[config.mk]
export PLATFORM = sky130hd
export DESIGN_NAME = vpsvc_csr
export DESIGN_NICKNAME = d
export VERILOG_FILES = /design/src/rtl/core/vpsvc_pkg.sv /design/src/rtl/core/vpsvc_csr.sv
export SDC_FILE = /design/constraint.sdc
export NUM_CORES = 1
export LEC_CHECK = 0
export ABC_AREA = 0
export BUFFER_PORTS_ARGS = -buffer_cell sky130_fd_sc_hd__buf_2
export CAP_MARGIN = 20
export CORE_AREA = 2 2 70 55
export CTS_CLUSTER_DIAMETER = 200
export DETAILED_ROUTE_END_ITERATION = 10
export DIE_AREA = 0 0 72 57
export PLACE_DENSITY_LB_ADDON = 0.08
export SYNTH_ARGS = -nofsm -noshare
export SYNTH_HDL_FRONTEND = slang
export SYNTH_SLANG_ARGS = --single-unit
[constraint.sdc]
create_clock -name clock -period 0.8 [get_ports clock]
set_clock_uncertainty 0.1 [all_clocks]
set_input_delay 0.08 -clock clock [delete_from_list [all_inputs] [get_ports clock]]
set_output_delay 0.08 -clock clock [all_outputs]
set_load 0.02 [all_outputs]
[src/rtl/core/vpsvc_pkg.sv]
// Shared types, codes and sizes for the view pair shared visibility counter.
`timescale 1ns / 1ps

package vpsvc_pkg;

   // Store geometry: one row of word-packed bits per view
   localparam int VIEW_W      = 6;
   localparam int WORD_W      = 6;
   localparam int ADDR_W      = VIEW_W + WORD_W;
   localparam int DATA_W      = 64;
   localparam int BIT_W       = 6;
   localparam int POINT_W     = WORD_W + BIT_W;
   localparam int DEPTH       = 1 << ADDR_W;
   localparam int PCNT_W      = BIT_W + 1;

   // Configuration and result widths
   localparam int VCOUNT_W    = 7;
   localparam int PCOUNT_W    = 13;
   localparam int TOTAL_W     = 13;
   localparam int CMD_W       = 2;
   localparam int STATUS_W    = 2;
   localparam int PADDR_W     = 3;
   localparam int PDATA_W     = 32;

   localparam logic [VCOUNT_W-1:0] MAX_VIEWS   = VCOUNT_W'(1 << VIEW_W);
   localparam logic [PCOUNT_W-1:0] MAX_POINTS  = PCOUNT_W'(1 << POINT_W);

   // Commands
   localparam logic [CMD_W-1:0] CMD_MARK  = 2'd0;
   localparam logic [CMD_W-1:0] CMD_COUNT = 2'd1;
   localparam logic [CMD_W-1:0] CMD_CLEAR = 2'd2;
   localparam logic [CMD_W-1:0] CMD_NONE  = 2'd3;

   // Result status codes
   localparam logic [STATUS_W-1:0] STATUS_OK          = 2'd0;
   localparam logic [STATUS_W-1:0] STATUS_VIEW_RANGE  = 2'd1;
   localparam logic [STATUS_W-1:0] STATUS_POINT_RANGE = 2'd2;
   localparam logic [STATUS_W-1:0] STATUS_SAME_VIEW   = 2'd3;

   // Register indexes
   localparam logic REG_VIEW_COUNT  = 1'b0;
   localparam logic REG_POINT_COUNT = 1'b1;

   typedef struct packed {
      logic [VCOUNT_W-1:0] view_count;
      logic [PCOUNT_W-1:0] point_count;
   } cfg_type;

   typedef struct packed {
      logic              en;
      logic [ADDR_W-1:0] addr;
      logic [DATA_W-1:0] data;
   } store_wr_type;

   typedef struct packed {
      logic              en;
      logic [ADDR_W-1:0] addr_a;
      logic [ADDR_W-1:0] addr_b;
   } store_rd_type;

endpackage

[src/rtl/core/vpsvc_csr.sv]
// APB-style configuration registers: view count and point count.
`timescale 1ns / 1ps

module vpsvc_csr (
   input  logic                             clock,
   input  logic                             reset,
   input  logic                             psel,
   input  logic                             penable,
   input  logic                             pwrite,
   input  logic [vpsvc_pkg::PADDR_W-1:0]    paddr,
   input  logic [vpsvc_pkg::PDATA_W-1:0]    pwdata,
   output logic [vpsvc_pkg::PDATA_W-1:0]    prdata,
   output logic                             pready,
   output vpsvc_pkg::cfg_type               cfg
);

   logic [vpsvc_pkg::VCOUNT_W-1:0] view_count_ff;
   logic [vpsvc_pkg::PCOUNT_W-1:0] point_count_ff;
   logic                           wr_go;

   assign pready = 1'b1;
   assign wr_go  = psel & penable & pwrite;

   // Write on the access phase; word offset picks the register
   always_ff @(posedge clock) begin
      if (reset) begin
         view_count_ff  <= vpsvc_pkg::MAX_VIEWS;
         point_count_ff <= vpsvc_pkg::MAX_POINTS;
      end else if (wr_go) begin
         if (paddr[2] == vpsvc_pkg::REG_VIEW_COUNT) begin
            view_count_ff <= pwdata[vpsvc_pkg::VCOUNT_W-1:0];
         end else begin
            point_count_ff <= pwdata[vpsvc_pkg::PCOUNT_W-1:0];
         end
      end
   end

   // Read back
   always_comb begin
      if (paddr[2] == vpsvc_pkg::REG_VIEW_COUNT) begin
         prdata = {{(vpsvc_pkg::PDATA_W - vpsvc_pkg::VCOUNT_W){1'b0}}, view_count_ff};
      end else begin
         prdata = {{(vpsvc_pkg::PDATA_W - vpsvc_pkg::PCOUNT_W){1'b0}}, point_count_ff};
      end
   end

   assign cfg.view_count  = view_count_ff;
   assign cfg.point_count = point_count_ff;

endmodule

==> results of run 1 <==
per-layer routing:
layer	up-vias	wire (um)	GRT usage [%]	part of all wire (%)
li1	494	-	-	-
met1	447	1150	14.3	43
met2	35	1370	22.0	51
met3	2	166	5.12	6.2
met4	0	8	1.62	0.30
met5	-	0	0	0
state kept, by name (all words and copies together) (netlist names):
signal	count
point_count_ff	13
view_count_ff	7
cell usage in the layout (no fill, tap or decap), drive strengths merged:
cell	synthesis	routed
mux2i	20	20
buf	24	82
and2	6	6
nand4b	1	1
conb	2	20
clkbuf	3	3
dfxtp	20	20
mux2	7	7
dlygate4sd3	0	1
and4	1	1
nor2	4	4
nand2b	30	30
final cells by class:
type / count / area (um^2)
Timing Repair Buffer: 83 / 813
Tap cell: 42 / 52.6
Sequential cell: 20 / 428
Clock buffer: 3 / 41.3
Multi-Input combinational cell: 89 / 678
Fill cell: 307 / 1480
power by group through the flow:
stage / Clock [W] / Sequential (W) / Combinational [W]
final: 0.000649 / 0.00104 / 0.000522
after global routing: 0.000735 / 0.00104 / 0.000559
after CTS: 0.000679 / 0.00104 / 0.000486
after detailed placement: 0 / 0.00106 / 0.000421
after global placement: 0 / 0.00106 / 0.000418
after floorplan: 0 / 0.00109 / 0.000319
worst register-to-register path, stage by stage, from the launching register on:
cell      delay [ns]
dfxtp_2         0.33
buf_4           0.13
buf_6           0.11
buf_4           0.12
nand2b_1        0.06
mux2i_1         0.06
per-stage QoR:
| stage | hold slack (ns) | power, W | utilization (%) | setup slack (ns) | instance area, um^2 |
|---|---|---|---|---|---|
| 2_1_floorplan | 0.128 | 0.00141 | - | -0.0512 | 1280 |
| 3_3_place_gp | 0.238 | 0.00147 | 44.2 | -0.184 | 1540 |
| 3_5_place_dp | 0.248 | 0.00148 | 44.2 | -0.223 | 1540 |
| 4_1_cts | -0.0239 | 0.00220 | 53.0 | -0.366 | 1850 |
| 5_1_grt | -0.0194 | 0.00233 | 57.6 | -0.401 | 2010 |
| 6_report | -0.0202 | 0.00221 | 57.6 | -0.363 | 2010 |
final timing paths:
| kind | to | slack (ns) |
|---|---|---|
| max reg2reg | view_count_ff[4] | -0.21 |
| min reg2reg | point_count_ff[8] | 0.40 |
| max | prdata[3] | -0.36 |
| min | point_count_ff[7] | -0.02 |
cell families after synthesis:
group | after synthesis
buf+inv | 27
mux | 27
other cells | 2
flops | 20
simple gates | 42
timing repair:
action                     in CTS  in global routing
gates resized for setup        74                 22
hold endpoints to repair       11                  8
pin swaps                       0                  1
setup endpoints to repair      34                 47
setup buffers                   4                 16
gates cloned                    0                  0
==> metrics.md, run 1 <==
| Metric | Value |
|---|---|
| CTS max path bufs | `2` |
| Hold_sp | `pwdata[7]` |
| Layout cell share with drive strength beyond 1 | `62.6%` |
| Yosys cell types | `13` |
| Internal cell power | `0.00161 W` |
| Via count | `978` |
| Layout area overhead | `76.0%` |
| Routability cong. | `a little under 0.7` |
| Final worst path period need | `between 1 and 1.5 ns` |
| Post-Place Cells | `roughly 220` |
| Die width | `a little over 70 um` |
| CTS tree | `done` |
| Worst-path fanout max | `2` |
| Mapped Cells | `118` |
| LEAKAGE | `approximately 1 nW` |
| RSZ-0062 raised after global routing | `true` |
| Post-synthesis xor/xnor area fraction | `0%` |
| Detailed Routing Iterations Pass 1 | `4` |
| Die area | `4100 um^2` |
| Min-Delay Path Class | `primary input to flip-flop` |
| Levels on crit path | `2` |
| Mux contribution to synthesized area | `roughly a quarter` |
| CP top delay family | `flip-flops` |
| Hold path depth | `3` |
| Post-synth EDFFs | `0` |
| Antenna viol nets, final | `0` |
| Max-Cap Viols | `0` |
| Main combinational cell family by area after synthesis | `multiplexers` |
| Status | `complete, but fails checks` |
| Worst Setup Path Type | `flip-flop to output pin` |
| Initial antenna violation count | `0` |
| CP required | `0.62 ns` |
| Worst skew pair latency | `0.25 ns` |
| HPWL after detailed placement | `between 1500 and 2000 um` |
| Asr flop ratio synth | `0%` |
| Fmax | `approximately 860 MHz` |
| VDD IR max | `0.825 mV` |
| Clock Power Share | `29.4%` |
| Die Y | `57 um` |
| Initial DRC Count | `20` |
| Wire length of the first global-routing pass | `a little under 4000 um` |
| Hold_ws | `-0.0202 ns` |
| Final cell count without fillers | `between 200 and 250` |
| Top-count cell post-synth | `nand2b_1` |
| GR Overflow Total | `0` |
| Power per cell area | `1100 nW/um^2` |
| Failing checks | `negative hold slack, negative setup slack` |
| # IOs | `slightly above 90` |
| Post-Syn Area | `between 1000 and 1500 um^2` |
| Ranking of synthesized cells by area | `dfxtp_1 35%, mux2i_1 18%, nand2b_1 16%` |
| Post-synth top area share | `between 30% and 40%` |
| Htree depth | `1` |
| Crit path buffers/inverters | `1` |
| Count of final setup violators | `39` |
| Crit-path slowest cell | `dfxtp_2` |
| Net count, final | `between 200 and 250` |
| Crit. End Element | `output pin` |
| Worst r2r src | `view_count_ff[4]` |
| Number of port buffers | `51` |
| Crit-path cells | `mux2_4, buf_6` |
| Rows | `19` |
| PnR worst setup slack | `-0.363 ns` |
| Top post-synthesis cells by count | `30 x nand2b_1, 21 x buf_4, 20 x dfxtp_1, 20 x mux2i_1, 7 x mux2_2` |
| Share of the synthesized area in compound gates (AO/OA/AOI/OAI) | `0%` |
| Vias in the first global route | `894` |
| Final Hold Vio Count | `7` |
| Cell depth of the worst flop-to-flop path | `5` |
| # diodes | `0` |
| Final WL | `2690 um` |
| Post-synthesis register bit count | `20` |
| Final setup TNS | `-8.11 ns` |
| Startpoint Class | `flip-flop` |
| Root Driver | `clkbuf_8` |
| Initial core utilization | `around a third` |
| Leading area contributor after synthesis | `dfxtp_1` |
| Reg clk slew, reported paths | `roughly 0.070 ns` |
| Drt drc | `0` |
| Psw | `0.000593 W` |
| Critical path arrival | `slightly below 1 ns` |
| Clock tree sinks | `20` |
| Critical Path Max Stage Delay | `~0.32 ns` |
| Pin count of the biggest net entering global routing | `35` |
| Combinational Power Share | `between 20% and 30%` |
| Seq/Total Area, Yosys | `35.0%` |
| Sequential cell fraction of total power | `between 40 and 50%` |
| CTS Buf Count | `3` |
| GRT Total Usage | `12.4%` |
| Fin crit share | `145%` |
| Final slew viol count | `0` |
| Warnings from Yosys | `0` |
| CP startpoint | `view_count_ff[3]` |
| Main synth FF type | `dfxtp_1` |
| Vias per std cell | `just over 4` |
| Post-synthesis simple-gate area fraction | `between 20% and 30%` |
| Mean Syn Cell Area | `between 9 and 10 um^2` |
| Sw Ratio | `a little over a quarter` |
| Wire length per cell | `around 11 um` |
| Synth Area in Adders | `0%` |
| Core Region | `~3500 um^2` |
Power figures use the tool's default switching activity.
==> run 2: changes to the inputs <==
--- a/config.mk
+++ b/config.mk
@@ -8,10 +8,10 @@
 export ABC_AREA = 0
 export BUFFER_PORTS_ARGS = -buffer_cell sky130_fd_sc_hd__buf_2
 export CAP_MARGIN = 20
-export CORE_AREA = 2 2 70 55
+export CORE_AREA = 10 10 77 62
 export CTS_CLUSTER_DIAMETER = 200
 export DETAILED_ROUTE_END_ITERATION = 10
-export DIE_AREA = 0 0 72 57
+export DIE_AREA = 0 0 87 72
 export PLACE_DENSITY_LB_ADDON = 0.08
 export SYNTH_ARGS = -nofsm -noshare
 export SYNTH_HDL_FRONTEND = slang
==> constraint.sdc (replaced) <==
create_clock -name clock -period 1.3 [get_ports clock]
set_clock_uncertainty 0.1 [all_clocks]
set_input_delay 0.13 -clock clock [delete_from_list [all_inputs] [get_ports clock]]
set_output_delay 0.13 -clock clock [all_outputs]
set_load 0.02 [all_outputs]
==> run 2 against run 1 <==
Net effect: the run now ends clean; sequential share of layout area is 7.6 points higher; sequential power is 39% lower; count of clock-buffer cells in the layout stayed put; cell area is 31% lower; global-route usage is 3.3 points lower; largest power group unchanged.
==> metrics.md, run 2 (synthesis results as in run 1) <==
| Metric | Value |
|---|---|
| Reg clk slew, reported paths | `0.07 ns (about the same)` |
| # IOs | `93 (unchanged)` |
| Core Region | `3270 um^2 (-6.6%)` |
| Initial DRC Count | `15 (-25%)` |
| Layout area overhead | `21.2%` |
| FF-to-FF setup slack | `0.57 ns (+0.78 ns)` |
| Fin crit share | `~95%` |
| Rows | `18 (-1)` |
| Internal cell power | `0.000912 W (-44%)` |
| GR Overflow Total | `0 (unchanged)` |
| RSZ-0062 raised after global routing | `false` |
| Setup bufs post-CTS | `0 (-4)` |
| Routability cong. | `0.696 (+1.4%)` |
| Final setup TNS | `0 ns (+8.11 ns)` |
| M2 GR Usage | `13.8% (-8.1 points)` |
| Met3 Usage GRT | `5.13% (+0.010 points)` |
| Largest registers | `point_count_ff x13, view_count_ff x7` |
| Antenna viol nets, final | `0 (unchanged)` |
| Layer with the highest usage | `met2` |
| GRT Total Usage | `9.07% (-3.3 points)` |
| Crit. End Element | `output pin` |
| Final Hold Vio Count | `0 (-7)` |
| Post-CTS Hold Buffers | `0` |
| Combinational Power Share | `17.8% (-5.8 points)` |
| Detailed Routing Iterations Pass 1 | `4 (unchanged)` |
| Die Y | `72 um (+26%)` |
| Largest Register | `point_count_ff` |
| LEAKAGE | `0.718 nW (-27%)` |
| Layout cell share with drive strength beyond 1 | `38.2% (-24 points)` |
| CTS max path bufs | `2 (unchanged)` |
| # diodes | `0 (unchanged)` |
| Max-Cap Viols | `0 (unchanged)` |
| Flip-flop count of the largest register after layout | `13 (unchanged)` |
| Drt drc | `0 (unchanged)` |
| Status | `finished clean` |
| Commonest non-fill, non-tap cell in the layout | `buf_2` |
| Worst skew pair latency | `0.25 ns (about the same)` |
| Count of final setup violators | `0 (-100%)` |
| Via count | `869 (-11%)` |
| Final standard cell area without fillers | `1390 um^2 (-31%)` |
| CTS Buf Count | `3 (unchanged)` |
| Power per cell area | `905 nW/um^2 (-17%)` |
| Startpoint Class | `flip-flop` |
| Min-Delay Path Class | `primary input to flip-flop` |
| Critical Path Max Stage Delay | `0.33 ns (about the same)` |
| Die width | `87 um (+21%)` |
| HPWL after detailed placement | `2350 um (+30%)` |
| CTS tree | `done` |
| Clock Power Share | `31.5% (+2.1 points)` |
| Final slew viol count | `0 (unchanged)` |
| Initial antenna violation count | `0 (unchanged)` |
| Initial core utilization | `35.0% (+2.3 points)` |
| Htree depth | `1 (unchanged)` |
| Crit-path cells | `mux2_2, buf_2` |
| Sw Ratio | `27.3% (+0.44 points)` |
| Filler cell count | `337 (+9.8%)` |
| Placed Area | `1350 um^2 (-13%)` |
| Worst Setup Path Type | `flip-flop to output pin` |
| Register area | `400 um^2 (-6.4%)` |
| Highest-count cells in the layout ignoring fill and taps | `51 x buf_2, 30 x nand2b_1, 20 x mux2i_1, 20 x conb_1, 20 x dfxtp_1` |
| Worst-path fanout max | `3 (+1)` |
| Crit-path slowest cell | `dfxtp_1` |
| Vias in the first global route | `953 (+6.6%)` |
| Pin count of the biggest net entering global routing | `35 (unchanged)` |
| Final worst path period need | `1.24 ns` |
| Net count, final | `207 (-13%)` |
| Wire length of the first global-routing pass | `4640 um (+17%)` |
| Final WL | `2960 um (+10%)` |
| Root Driver | `clkbuf_8` |
| VDD IR max | `0.367 mV (-56%)` |
| Psw | `0.000342 W (-42%)` |
| CP required | `1.07 ns (+0.45 ns)` |
| Multi-input logic area | `612 um^2 (-9.8%)` |
| Die area | `6260 um^2 (+53%)` |
| Post-CTS sizing | `0 (-100%)` |
| GR met1 Demand/Resource | `10.6% (-3.8 points)` |
| Fmax | `roughly 800 MHz` |
| Clock tree sinks | `20 (unchanged)` |
| Wire length per cell | `14.4 um (+27%)` |
| Sequential cell fraction of total power | `50.7% (+3.8 points)` |
| Vias per std cell | `4.24 (+2.7%)` |
| Number of port buffers | `51 (unchanged)` |
| Critical path arrival | `1.01 ns (+0.03 ns)` |
## run 2: cell count changes in the layout (fill, tap and decap cells not counted), sizes merged
cell,previous run,this run
buf,82,53
dlygate4sd3,1,0
## run 2: final timing paths
kind / startpoint / endpoint / depth (start not counted)
worst min-delay path: pwdata[12] / point_count_ff[12] / 3
worst max register to register: view_count_ff[0] / view_count_ff[0] / 2
worst max-delay path: point_count_ff[3] / prdata[3] / 2
worst min register to register: point_count_ff[9] / point_count_ff[9] / 2
## run 2: through the flow
stage | utilization [%] | total power (W) | worst slack [ns] | instances | hold WS, ns
5_1_grt | 42.5 | 0.00132 | 0.0190 | 205 | 0.0471
3_3_place_gp | 41.2 | 0.000869 | 0.0531 | 202 | 0.289
6_report | 42.5 | 0.00125 | 0.0610 | 205 | 0.0375
3_5_place_dp | 41.2 | 0.000873 | 0.0523 | 202 | 0.305
4_1_cts | 42.5 | 0.00128 | 0.0491 | 205 | 0.0323
2_1_floorplan | - | 0.000852 | 0.371 | 136 | 0.185
## run 2: cell type report
class | count | area share (%)
sequential | 20 | 28.9
clock buffer | 3 | 2.98
tap | 40 | 3.61
timing repair buffer | 53 | 20.4
multi-input combinational | 89 | 44.1
## run 2: worst max-delay path: cells and delay by family (launching register included)
kind | cells | cell delay (ns)
multiplexers | 1 | 0.27
buffers and inverters | 1 | 0.16
flip-flops | 1 | 0.33
## run 2: power groups by stage
stage          Clock [W]  Sequential, W  Combinational, W
3_3_place_gp           0       0.000649          0.000220
2_1_floorplan          0       0.000665          0.000186
3_5_place_dp           0       0.000650          0.000223
4_1_cts         0.000417       0.000636          0.000223
6_report        0.000395       0.000636          0.000224
5_1_grt         0.000436       0.000638          0.000243
## run 2: metal layers
layer / routed length, um / vias up / part of all wire [%]
met4: 11 / 0 / 0.37
li1: - / 438 / -
met1: 1280 / 387 / 43
met5: 0 / - / 0
met2: 1280 / 42 / 43
met3: 385 / 2 / 13
