`src/rtl/core/vpsvc_pkg.sv`:
```
// Shared types, codes and sizes for the view pair shared visibility counter.
`timescale 1ns / 1ps

package vpsvc_pkg;

   // Store geometry: one row of word-packed bits per view
   localparam int VIEW_W      = 6;
   localparam int WORD_W      = 6;
   localparam int ADDR_W      = VIEW_W + WORD_W;
   localparam int DATA_W      = 64;
   localparam int BIT_W       = 6;
   localparam int POINT_W     = WORD_W + BIT_W;
   localparam int DEPTH       = 1 << ADDR_W;
   localparam int PCNT_W      = BIT_W + 1;

   // Configuration and result widths
   localparam int VCOUNT_W    = 7;
   localparam int PCOUNT_W    = 13;
   localparam int TOTAL_W     = 13;
   localparam int CMD_W       = 2;
   localparam int STATUS_W    = 2;
   localparam int PADDR_W     = 3;
   localparam int PDATA_W     = 32;

   localparam logic [VCOUNT_W-1:0] MAX_VIEWS   = VCOUNT_W'(1 << VIEW_W);
   localparam logic [PCOUNT_W-1:0] MAX_POINTS  = PCOUNT_W'(1 << POINT_W);

   // Commands
   localparam logic [CMD_W-1:0] CMD_MARK  = 2'd0;
   localparam logic [CMD_W-1:0] CMD_COUNT = 2'd1;
   localparam logic [CMD_W-1:0] CMD_CLEAR = 2'd2;
   localparam logic [CMD_W-1:0] CMD_NONE  = 2'd3;

   // Result status codes
   localparam logic [STATUS_W-1:0] STATUS_OK          = 2'd0;
   localparam logic [STATUS_W-1:0] STATUS_VIEW_RANGE  = 2'd1;
   localparam logic [STATUS_W-1:0] STATUS_POINT_RANGE = 2'd2;
   localparam logic [STATUS_W-1:0] STATUS_SAME_VIEW   = 2'd3;

   // Register indexes
   localparam logic REG_VIEW_COUNT  = 1'b0;
   localparam logic REG_POINT_COUNT = 1'b1;

   typedef struct packed {
      logic [VCOUNT_W-1:0] view_count;
      logic [PCOUNT_W-1:0] point_count;
   } cfg_type;

   typedef struct packed {
      logic              en;
      logic [ADDR_W-1:0] addr;
      logic [DATA_W-1:0] data;
   } store_wr_type;

   typedef struct packed {
      logic              en;
      logic [ADDR_W-1:0] addr_a;
      logic [ADDR_W-1:0] addr_b;
   } store_rd_type;

endpackage

```
`src/rtl/core/vpsvc_tally.sv`:
```
// Masked AND-popcount stage and running total for a pair count.
`timescale 1ns / 1ps

module vpsvc_tally (
   input  logic                              clock,
   input  logic                              reset,
   input  logic                              clear,
   input  logic                              in_valid,
   input  logic [vpsvc_pkg::DATA_W-1:0]      word_a,
   input  logic [vpsvc_pkg::DATA_W-1:0]      word_b,
   input  logic [vpsvc_pkg::WORD_W-1:0]      word_idx,
   input  logic [vpsvc_pkg::PCOUNT_W-1:0]    plim,
   output logic                              busy,
   output logic [vpsvc_pkg::TOTAL_W-1:0]     total
);

   logic [vpsvc_pkg::DATA_W-1:0]   mask;
   logic [vpsvc_pkg::DATA_W-1:0]   masked;
   logic [vpsvc_pkg::WORD_W:0]     plim_word;
   logic [vpsvc_pkg::PCNT_W-1:0]   pc_in;
   logic [vpsvc_pkg::PCNT_W-1:0]   pc_ff;
   logic                           pc_vld_ff;
   logic [vpsvc_pkg::TOTAL_W-1:0]  acc_ff;

   // Bit count by folding fields, no carry chain longer than a byte
   function automatic logic [vpsvc_pkg::PCNT_W-1:0] bit_total(
      input logic [vpsvc_pkg::DATA_W-1:0] x
   );
      logic [vpsvc_pkg::DATA_W-1:0] s1;
      logic [vpsvc_pkg::DATA_W-1:0] s2;
      logic [vpsvc_pkg::DATA_W-1:0] s3;
      logic [vpsvc_pkg::DATA_W-1:0] s4;
      logic [vpsvc_pkg::DATA_W-1:0] s5;
      logic [vpsvc_pkg::DATA_W-1:0] s6;
      s1 = x - ((x >> 1) & 64'h5555_5555_5555_5555);
      s2 = (s1 & 64'h3333_3333_3333_3333) + ((s1 >> 2) & 64'h3333_3333_3333_3333);
      s3 = (s2 + (s2 >> 4)) & 64'h0F0F_0F0F_0F0F_0F0F;
      s4 = s3 + (s3 >> 8);
      s5 = s4 + (s4 >> 16);
      s6 = s5 + (s5 >> 32);
      return s6[vpsvc_pkg::PCNT_W-1:0];
   endfunction

   // Keep only points below the limit within this word
   assign plim_word = plim[vpsvc_pkg::PCOUNT_W-1:vpsvc_pkg::BIT_W];
   always_comb begin
      if ({1'b0, word_idx} < plim_word) begin
         mask = '1;
      end else if ({1'b0, word_idx} == plim_word) begin
         mask = ~({vpsvc_pkg::DATA_W{1'b1}} << plim[vpsvc_pkg::BIT_W-1:0]);
      end else begin
         mask = '0;
      end
   end

   assign masked = word_a & word_b & mask;
   assign pc_in  = bit_total(masked);

   // Count stage
   always_ff @(posedge clock) begin
      if (reset) begin
         pc_vld_ff <= 1'b0;
      end else begin
         pc_vld_ff <= in_valid;
      end
   end

   always_ff @(posedge clock) begin
      pc_ff <= pc_in;
   end

   // Accumulate
   always_ff @(posedge clock) begin
      if (reset || clear) begin
         acc_ff <= '0;
      end else if (pc_vld_ff) begin
         acc_ff <= acc_ff + {{(vpsvc_pkg::TOTAL_W - vpsvc_pkg::PCNT_W){1'b0}}, pc_ff};
      end
   end

   assign busy  = in_valid | pc_vld_ff;
   assign total = acc_ff;

endmodule

```
`config.mk`:
```
export PLATFORM = sky130hd
export DESIGN_NAME = vpsvc_tally
export DESIGN_NICKNAME = d
export VERILOG_FILES = /design/src/rtl/core/vpsvc_pkg.sv /design/src/rtl/core/vpsvc_tally.sv
export SDC_FILE = /design/constraint.sdc
export NUM_CORES = 1
export LEC_CHECK = 0
export BUFFER_PORTS_ARGS = -buffer_cell sky130_fd_sc_hd__buf_4
export CAP_MARGIN = 20
export CORE_MARGIN = 5
export CORE_UTILIZATION = 50
export CTS_BUF_LIST = sky130_fd_sc_hd__clkbuf_2 sky130_fd_sc_hd__clkbuf_4 sky130_fd_sc_hd__clkbuf_8
export DETAILED_ROUTE_END_ITERATION = 8
export HOLD_SLACK_MARGIN = 0.05
export PLACE_DENSITY = 0.76
export SYNTH_ARGS = -nofsm -noshare
export SYNTH_HDL_FRONTEND = slang
export SYNTH_SLANG_ARGS = --single-unit
```
`constraint.sdc`:
```
create_clock -name clock -period 16.4 [get_ports clock]
set_input_delay 3.28 -clock clock [delete_from_list [all_inputs] [get_ports clock]]
set_output_delay 3.28 -clock clock [all_outputs]
set_load 0.01 [all_outputs]
```
==> flow_summary.ini, run 1 <==
[status]
status = complete, no violations

[worst_setup_path]
crit_required_ns = 16.56
crit_type = in -> reg
crit_top_cell = ha_1
critPathMaxStageDelay_ns = 0.85
worst_path_dominant_cell_family = compound AO/OA/AOI/OAI gates
critical-path-slowest-cell = nor2_1
worst-r2r-setup-slack_ns = 13.85
worst_setup_path_end_kind = register
path_buf_inv = 5
worstPathArrival_ns = 11.96
path_max_fanout = 12
start_kind = input port

[route]
totalWireLength_um = 28500
routedWlPerCell_um = 18.7
via_per_inst = 5.97
vias = 9124
ant_nets = 0
drc = 0
drt_iter0_drc = 728
drt_first_pass_iters = 5

[synthesis]
ys_warn_count = 0
synth_edf_count = 0
async_flop_share_pct = 0
syn_nets = 1519
syn_area_per_cell_um2 = 7.59
ys_ff_latch = 21
syn_inst = 1160
synth_flop_cell = dfxtp_1
ys_types = 82
yosysSeqAreaShare_pct = 4.78
synth_area_um2 = 8800

[sta]
max-slew-margin-rel_pct = 29.4
fin_crit_sh_pct = 71.9
setup_viol = 0
fin_crit_ns = 11.80
hold_violations = 0
tightest_slew_ns = 1.05
skew_ns = 0.00375
rsz0062_at_grt = false
tns_ns = 0
slew_viol_final = 0
fmax_mhz = 84.8

[floorplan]
start_util_pct = 50.9
dieArea_um2 = 20400
boundaryPins = 165
rows = 48
die_w_um = 143
dieHeight_um = 143
core-area_um2 = 17300

[flow_run]
cap_violations = 0

[layout]
num-nets-final = 1663
nFillCells = 1652
area_delta_synth_final_pct = 16.2
design_area_um2 = 10200
seq_area_um2 = 420
drive_gt1_share_pct = 16.0
diodes = 0
multi_input_area_um2 = 7680

[min_path]
hold_class = reg -> reg

[placed_design]
io_buffer_count = 164
dp_hpwl_um = 25100
placed_area_um2 = 10200
place_congestion = 1.04

[global_routing]
antenna_found_initial = 0
grt_pass1_wl_um = 44400
grt-ovfl-total = 0
track_usage_pct = 27.0
grt_max_degree = 28
grt_pass1_vias = 8812

[cts]
cts_root_buf = clkbuf_8
clock_path_buffers = 2
cts_num_sinks = 21
path_clk_slew_ns = 0.08
cts_resized = 0
tritoncts = built
numCtsBuffers = 3
clkLatencyLatePin_ns = 0.26
cts_hold_buf = 0
h-tree-depth = 1
cts_setup_buffers = 0
## final timing paths
check        cells after the start         from         to
max                             35  word_idx[4]   pc_ff[6]
min                              2    total[12]  total[12]
max reg2reg                     12     total[0]  total[12]
min reg2reg                      2    total[12]  total[12]
## cell usage after synthesis (9+ instances only)
library cell	number	share of area, %
dfxtp_1	21	4.8
ha_1	176	25
and3_1	14	1.0
a21o_1	52	4.4
o21ai_0	58	3.3
nand2_1	81	3.5
or3_1	11	0.78
inv_1	151	6.4
nor2_1	69	2.9
o211ai_1	20	1.7
a211oi_1	16	1.4
xnor2_1	64	6.4
fa_1	32	7.3
or2_2	9	0.64
nand3_1	47	2.7
nand2b_1	11	0.78
nand4_1	12	0.85
xor2_1	27	2.7
clkbuf_1	15	0.64
nor3_1	17	0.97
a31oi_1	20	1.4
a21oi_1	70	4.0
## registers in the layout (all words and copies together) (netlist names)
register / flops
total: 13
pc_ff: 7
pc_vld_ff: 1
## worst reg2reg max path, delay by kind of cell (launching register included)
kind                     cells  cell delay [ns]
AND/OR/NAND/NOR              2             0.55
adder cells (fa/ha/maj)      2             0.58
flip-flops                   1             0.35
buffers and inverters        2             0.14
AO/OA/AOI/OAI                6             0.86
## logic make-up (layout without fill, tap and decap cells)
group                      count (synthesis)  count (layout)  share of synthesized area [%]
buffers and inverters                    176             319                           7.99
and+or+nand+nor                          325             325                           18.9
adders and majority gates                208             208                           32.3
xor gates and xnor gates                  91              91                           9.06
DFF                                       21              21                           4.78
muxes                                      7               7                          0.796
AOI/OAI and AO/OA                        332             332                           26.2
## cells in the final DEF, fill, tap and decap left out, types with 4 or more instances in the layout
master     instances
a2111oi_0          4
a211o_1            6
a211oi_1          16
a21boi_0           8
a21o_1            52
a21oi_1           70
a221oi_1           4
a31o_2             4
a31oi_1           20
a41o_1             5
and2_1             5
and3_1            14
buf_4            164
dfxtp_1           21
fa_1              32
ha_1             176
inv_1            151
mux2i_1            7
nand2_1           81
nand2b_1          11
nand3_1           47
nand4_1           12
nor2_1            69
nor2b_1            8
nor3_1            17
nor3_2             4
nor4_1             8
o2111ai_1          4
o211ai_1          20
o21a_1             5
o21ai_0           58
o21bai_1           7
o22ai_1            4
o31ai_1            5
or2_2              9
or3_1             11
or4_1              4
xnor2_1           64
xor2_1            27
## cell type report
type / instances / area share (%)
multi-input cells: 963 / 75.1
inverters: 151 / 5.54
flip-flops and latches: 21 / 4.11
clock buffers: 4 / 0.477
repair buffers: 164 / 12.0
well taps: 225 / 2.75
## routing by layer
metal | global-route usage (%) | wire (um) | vias to the layer above
met3 | 4.79 | 2640 | 56
met1 | 35.6 | 12000 | 4169
li1 | - | - | 4428
met2 | 45.0 | 13000 | 471
met4 | 8.20 | 895 | 0
met5 | 0 | 0 | -
## per-stage QoR
step / worst slack (ns) / hold slack [ns] / utilization [%] / cells
final: 4.60 / 0.485 / 59.1 / 1528
after global routing: 3.95 / 0.527 / 59.1 / 1528
after CTS: 4.69 / 0.487 / 59.1 / 1528
after detailed placement: 4.44 / 0.477 / 58.8 / 1524
after global placement: 4.59 / 0.467 / 58.8 / 1524
after floorplan: 5.98 / 0.500 / - / 1160
Power of run 1 is left out: the tool's default activity adds up to more than one toggle a clock period on the data nets, which glitch-free logic cannot reach.
==> inputs of run 2 (changes only) <==
PLACE_DENSITY = 0.79   (was 0.76)
clock period = 9.7 ns   (was 16.4 ns; I/O delays follow)
==> flow_summary.ini, run 2 (synthesized netlist as in run 1, its figures left out) <==
[sta]
tightest_slew_ns = 0.767
setup_viol = 0
max-slew-margin-rel_pct = 48.3
tns_ns = 0
slew_viol_final = 0
hold_violations = 0
fin_crit_ns = 9.31
rsz0062_at_grt = false
fin_crit_sh_pct = 96.0
skew_ns = 0.00179
fmax_mhz = 107

[placed_design]
place_congestion = 1.03
dp_hpwl_um = 26000
io_buffer_count = 164

[worst_setup_path]
worstPathArrival_ns = 9.47
crit_type = in -> reg
start_kind = input port
crit_required_ns = 9.86
worst_setup_path_end_kind = register
critical-path-slowest-cell = fa_1
crit_top_cell = ha_1
critPathMaxStageDelay_ns = 0.53
path_max_fanout = 13

[cts]
cts_hold_buf = 0
cts_root_buf = clkbuf_8
numCtsBuffers = 3
clock_path_buffers = 2
tritoncts = built
h-tree-depth = 1
cts_num_sinks = 21
clkLatencyLatePin_ns = 0.26
path_clk_slew_ns = 0.08

[global_routing]
grt_max_degree = 28
grt_pass1_vias = 8981
antenna_found_initial = 0
grt-ovfl-total = 0
track_usage_pct = 27.1
grt_pass1_wl_um = 44800

[min_path]
hold_class = reg -> reg

[status]
status = complete, no violations

[floorplan]
core-area_um2 = 17300
start_util_pct = 50.9
rows = 48
boundaryPins = 165
dieArea_um2 = 20400
dieHeight_um = 143
die_w_um = 143

[layout]
num-nets-final = 1712
drive_gt1_share_pct = 20.0
final_common_cell = buf_4
diodes = 0
area_delta_synth_final_pct = 21.1
largest_reg_flops = 13
mostFrequentLayoutCells = buf_4, ha_1, inv_1, nand2_1, a21oi_1

[route]
drt_iter0_drc = 683
routedWlPerCell_um = 18.6
drt_first_pass_iters = 5
via_per_inst = 5.98
totalWireLength_um = 29400
vias = 9425
ant_nets = 0
drc = 0

[flow_run]
cap_violations = 0
==> run 2: timing repair <==
item / CTS / global route
gates resized for setup: 0 / 17
setup buffers: 0 / 3
setup endpoints to repair: 0 / 4
endpoints found under the hold margin: 0 / 0
==> run 2: path summary, 6_finish.rpt <==
| kind | from | to | slack [ns] | cells past startpoint |
|---|---|---|---|---|
| hold / removal | total[12] | total[12] | 0.50 | 2 |
| setup reg to reg | total[0] | total[12] | 7.19 | 12 |
| setup / recovery | word_idx[4] | pc_ff[6] | 0.39 | 34 |
| hold reg to reg | total[12] | total[12] | 0.50 | 2 |
==> run 2: area by class of cell <==
cell class | instances | area (um2)
repair buffers | 213 | 1600
flip-flops and latches | 21 | 420
clock inverters | 1 | 5.00
well taps | 225 | 282
multi-input cells | 963 | 7740
inverters | 151 | 567
fillers | 1601 | 6640
clock buffers | 3 | 41.3
==> run 2: critical path: cells and delay by family <==
kind / cells / cell delay [ns]
AOI/OAI and AO/OA: 15 / 2.88
xor gates and xnor gates: 2 / 0.34
adders and majority gates: 8 / 2.99
buffers and inverters: 5 / 0.50
and+or+nand+nor: 4 / 0.81
==> run 2: routing by layer <==
| layer | part of all wire (%) | vias up | routed length, um | GRT usage [%] |
|---|---|---|---|---|
| met3 | 8.3 | 65 | 2450 | 3.42 |
| met1 | 42 | 4380 | 12300 | 36.1 |
| li1 | - | 4525 | - | - |
| met2 | 46 | 455 | 13600 | 46.2 |
| met5 | 0 | - | 0 | 0 |
| met4 | 3.4 | 0 | 1010 | 7.40 |
==> run 2: stage by stage <==
| step | instance area [um2] | cells | util (%) | setup WS, ns | hold WS [ns] |
|---|---|---|---|---|---|
| 6_report | 10700 | 1577 | 61.6 | 0.385 | 0.502 |
| 5_1_grt | 10700 | 1577 | 61.6 | 0.0112 | 0.539 |
| 4_1_cts | 10600 | 1574 | 61.1 | 0.104 | 0.499 |
| 3_5_place_dp | 10500 | 1570 | 60.8 | -0.165 | 0.488 |
| 3_3_place_gp | 10500 | 1570 | 60.8 | 0.0546 | 0.466 |
| 2_1_floorplan | 8800 | 1160 | - | 0.619 | 0.500 |
Power of run 2 is left out for the same reason.
==> inputs of run 3 (changes only) <==
MAX_ROUTING_LAYER = met4   (was not set)
==> flow_summary.ini, run 3 (synthesized netlist as in run 1, its figures left out) <==
[route]
ant_nets = 0
totalWireLength_um = 29200
vias = 9382
via_per_inst = 5.89
drc = 0
drt_iter0_drc = 673
drt_first_pass_iters = 6
routedWlPerCell_um = 18.3

[cts]
cts_num_sinks = 21
h-tree-depth = 1
path_clk_slew_ns = 0.08
clkLatencyLatePin_ns = 0.26
numCtsBuffers = 3
tritoncts = built
cts_root_buf = clkbuf_8
clock_path_buffers = 2

[worst_setup_path]
r2r-start = total[0]
worst-r2r-setup-slack_ns = 7.15
worst_path_dominant_cell_family = adder cells
r2r-end = total[12]
path_buf_inv = 5
rr_worst_depth = 12
start_kind = input port
crit_type = in -> reg
critical-path-slowest-cell = fa_1
worstPathArrival_ns = 9.44
path_max_fanout = 7
crit_required_ns = 9.86
critPathMaxStageDelay_ns = 0.58
worst_setup_path_end_kind = register

[global_routing]
use_met2_pct = 46.1
grt-ovfl-total = 0
track_usage_pct = 28.5
antenna_found_initial = 0
gr-usage-met3_pct = 2.81
grt_pass1_vias = 9115
use_met1_pct = 37.9
grt_max_degree = 28
grt_pass1_wl_um = 45700
gr-max-usage-layer = met2

[sta]
fin_crit_sh_pct = 95.6
skew_ns = 0.00383
rsz0062_at_grt = false
timing.hold.ws_ns = 0.512
tightest_slew_ns = 0.662
slew_viol_final = 0
hold_violations = 0
setup_viol = 0
tns_ns = 0
fmax_mhz = 108
fin_crit_ns = 9.27
max-slew-margin-rel_pct = 55.4

[placed_design]
dp_hpwl_um = 26000
placed_area_um2 = 10600
io_buffer_count = 164
place_congestion = 1.04

[layout]
drive_gt1_share_pct = 20.9
mostFrequentLayoutCells = buf_4, ha_1, inv_1, nand2_1, a21oi_1
num-nets-final = 1728
area_delta_synth_final_pct = 22.4
final_common_cell = buf_4
largest_reg_flops = 13
diodes = 0
nFillCells = 1594
design_area_um2 = 10800

[floorplan]
die_w_um = 143
dieHeight_um = 143
rows = 48
start_util_pct = 50.9
core-area_um2 = 17300
boundaryPins = 165
dieArea_um2 = 20400

[min_path]
hold_end = total[12]
min_from = total[12]
min_delay_path_depth = 2
hold_class = reg -> reg

[status]
status = complete, no violations

[flow_run]
cap_violations = 0
[run 3: worst max-delay path by stage]
stage | startpoint | to | slack (ns) | depth (start not counted)
global route | word_idx[4] | pc_ff[6] | 0.02 | 35
CTS | word_idx[4] | pc_ff[6] | 0.28 | 33
global placement | plim[10] | pc_ff[6] | 0.10 | 32
detailed placement | word_idx[4] | pc_ff[6] | 0.02 | 33
floorplan | plim[10] | pc_ff[6] | 0.62 | 37
finish | word_idx[4] | pc_ff[6] | 0.43 | 29
[run 3: layout make-up]
| type | instances | area [um2] | share of cell area [%] |
|---|---|---|---|
| flip-flops and latches | 21 | 420 | 3.90 |
| clock inverters | 1 | 5.00 | 0.0465 |
| repair buffers | 229 | 1720 | 16.0 |
| inverters | 151 | 567 | 5.26 |
| well taps | 225 | 282 | 2.61 |
| multi-input cells | 963 | 7740 | 71.8 |
| clock buffers | 3 | 41.3 | 0.383 |
[run 3: worst reg2reg max path, cell delays in order, from the launching register on]
cell and delay [ns]:
dfxtp_1 0.36, ha_1 0.18, inv_1 0.06, fa_1 0.40, inv_1 0.08, a21oi_1 0.06, o21bai_1 0.21, a21o_1 0.15
a21o_1 0.15, a21o_1 0.12, nand3_1 0.17, or3_1 0.41, a21oi_1 0.14
[run 3: timing repair]
item,CTS,global route
endpoints found under the setup margin,0,4
gates resized for setup,0,14
setup buffers,0,2
hold buffers,0,0
[run 3: stage by stage]
stage,utilization (%),cells,setup slack [ns]
2_1_floorplan,-,1160,0.619
4_1_cts,61.8,1591,0.282
6_report,62.3,1593,0.425
5_1_grt,62.3,1593,0.0164
3_3_place_gp,61.6,1587,0.103
3_5_place_dp,61.6,1587,0.0186
[run 3: metal layers]
metal	vias up	part of all wire, %
met1	4307	43
met5	-	0
li1	4566	-
met2	441	46
met4	0	3.5
met3	68	7.4
Power of run 3 is left out for the same reason.
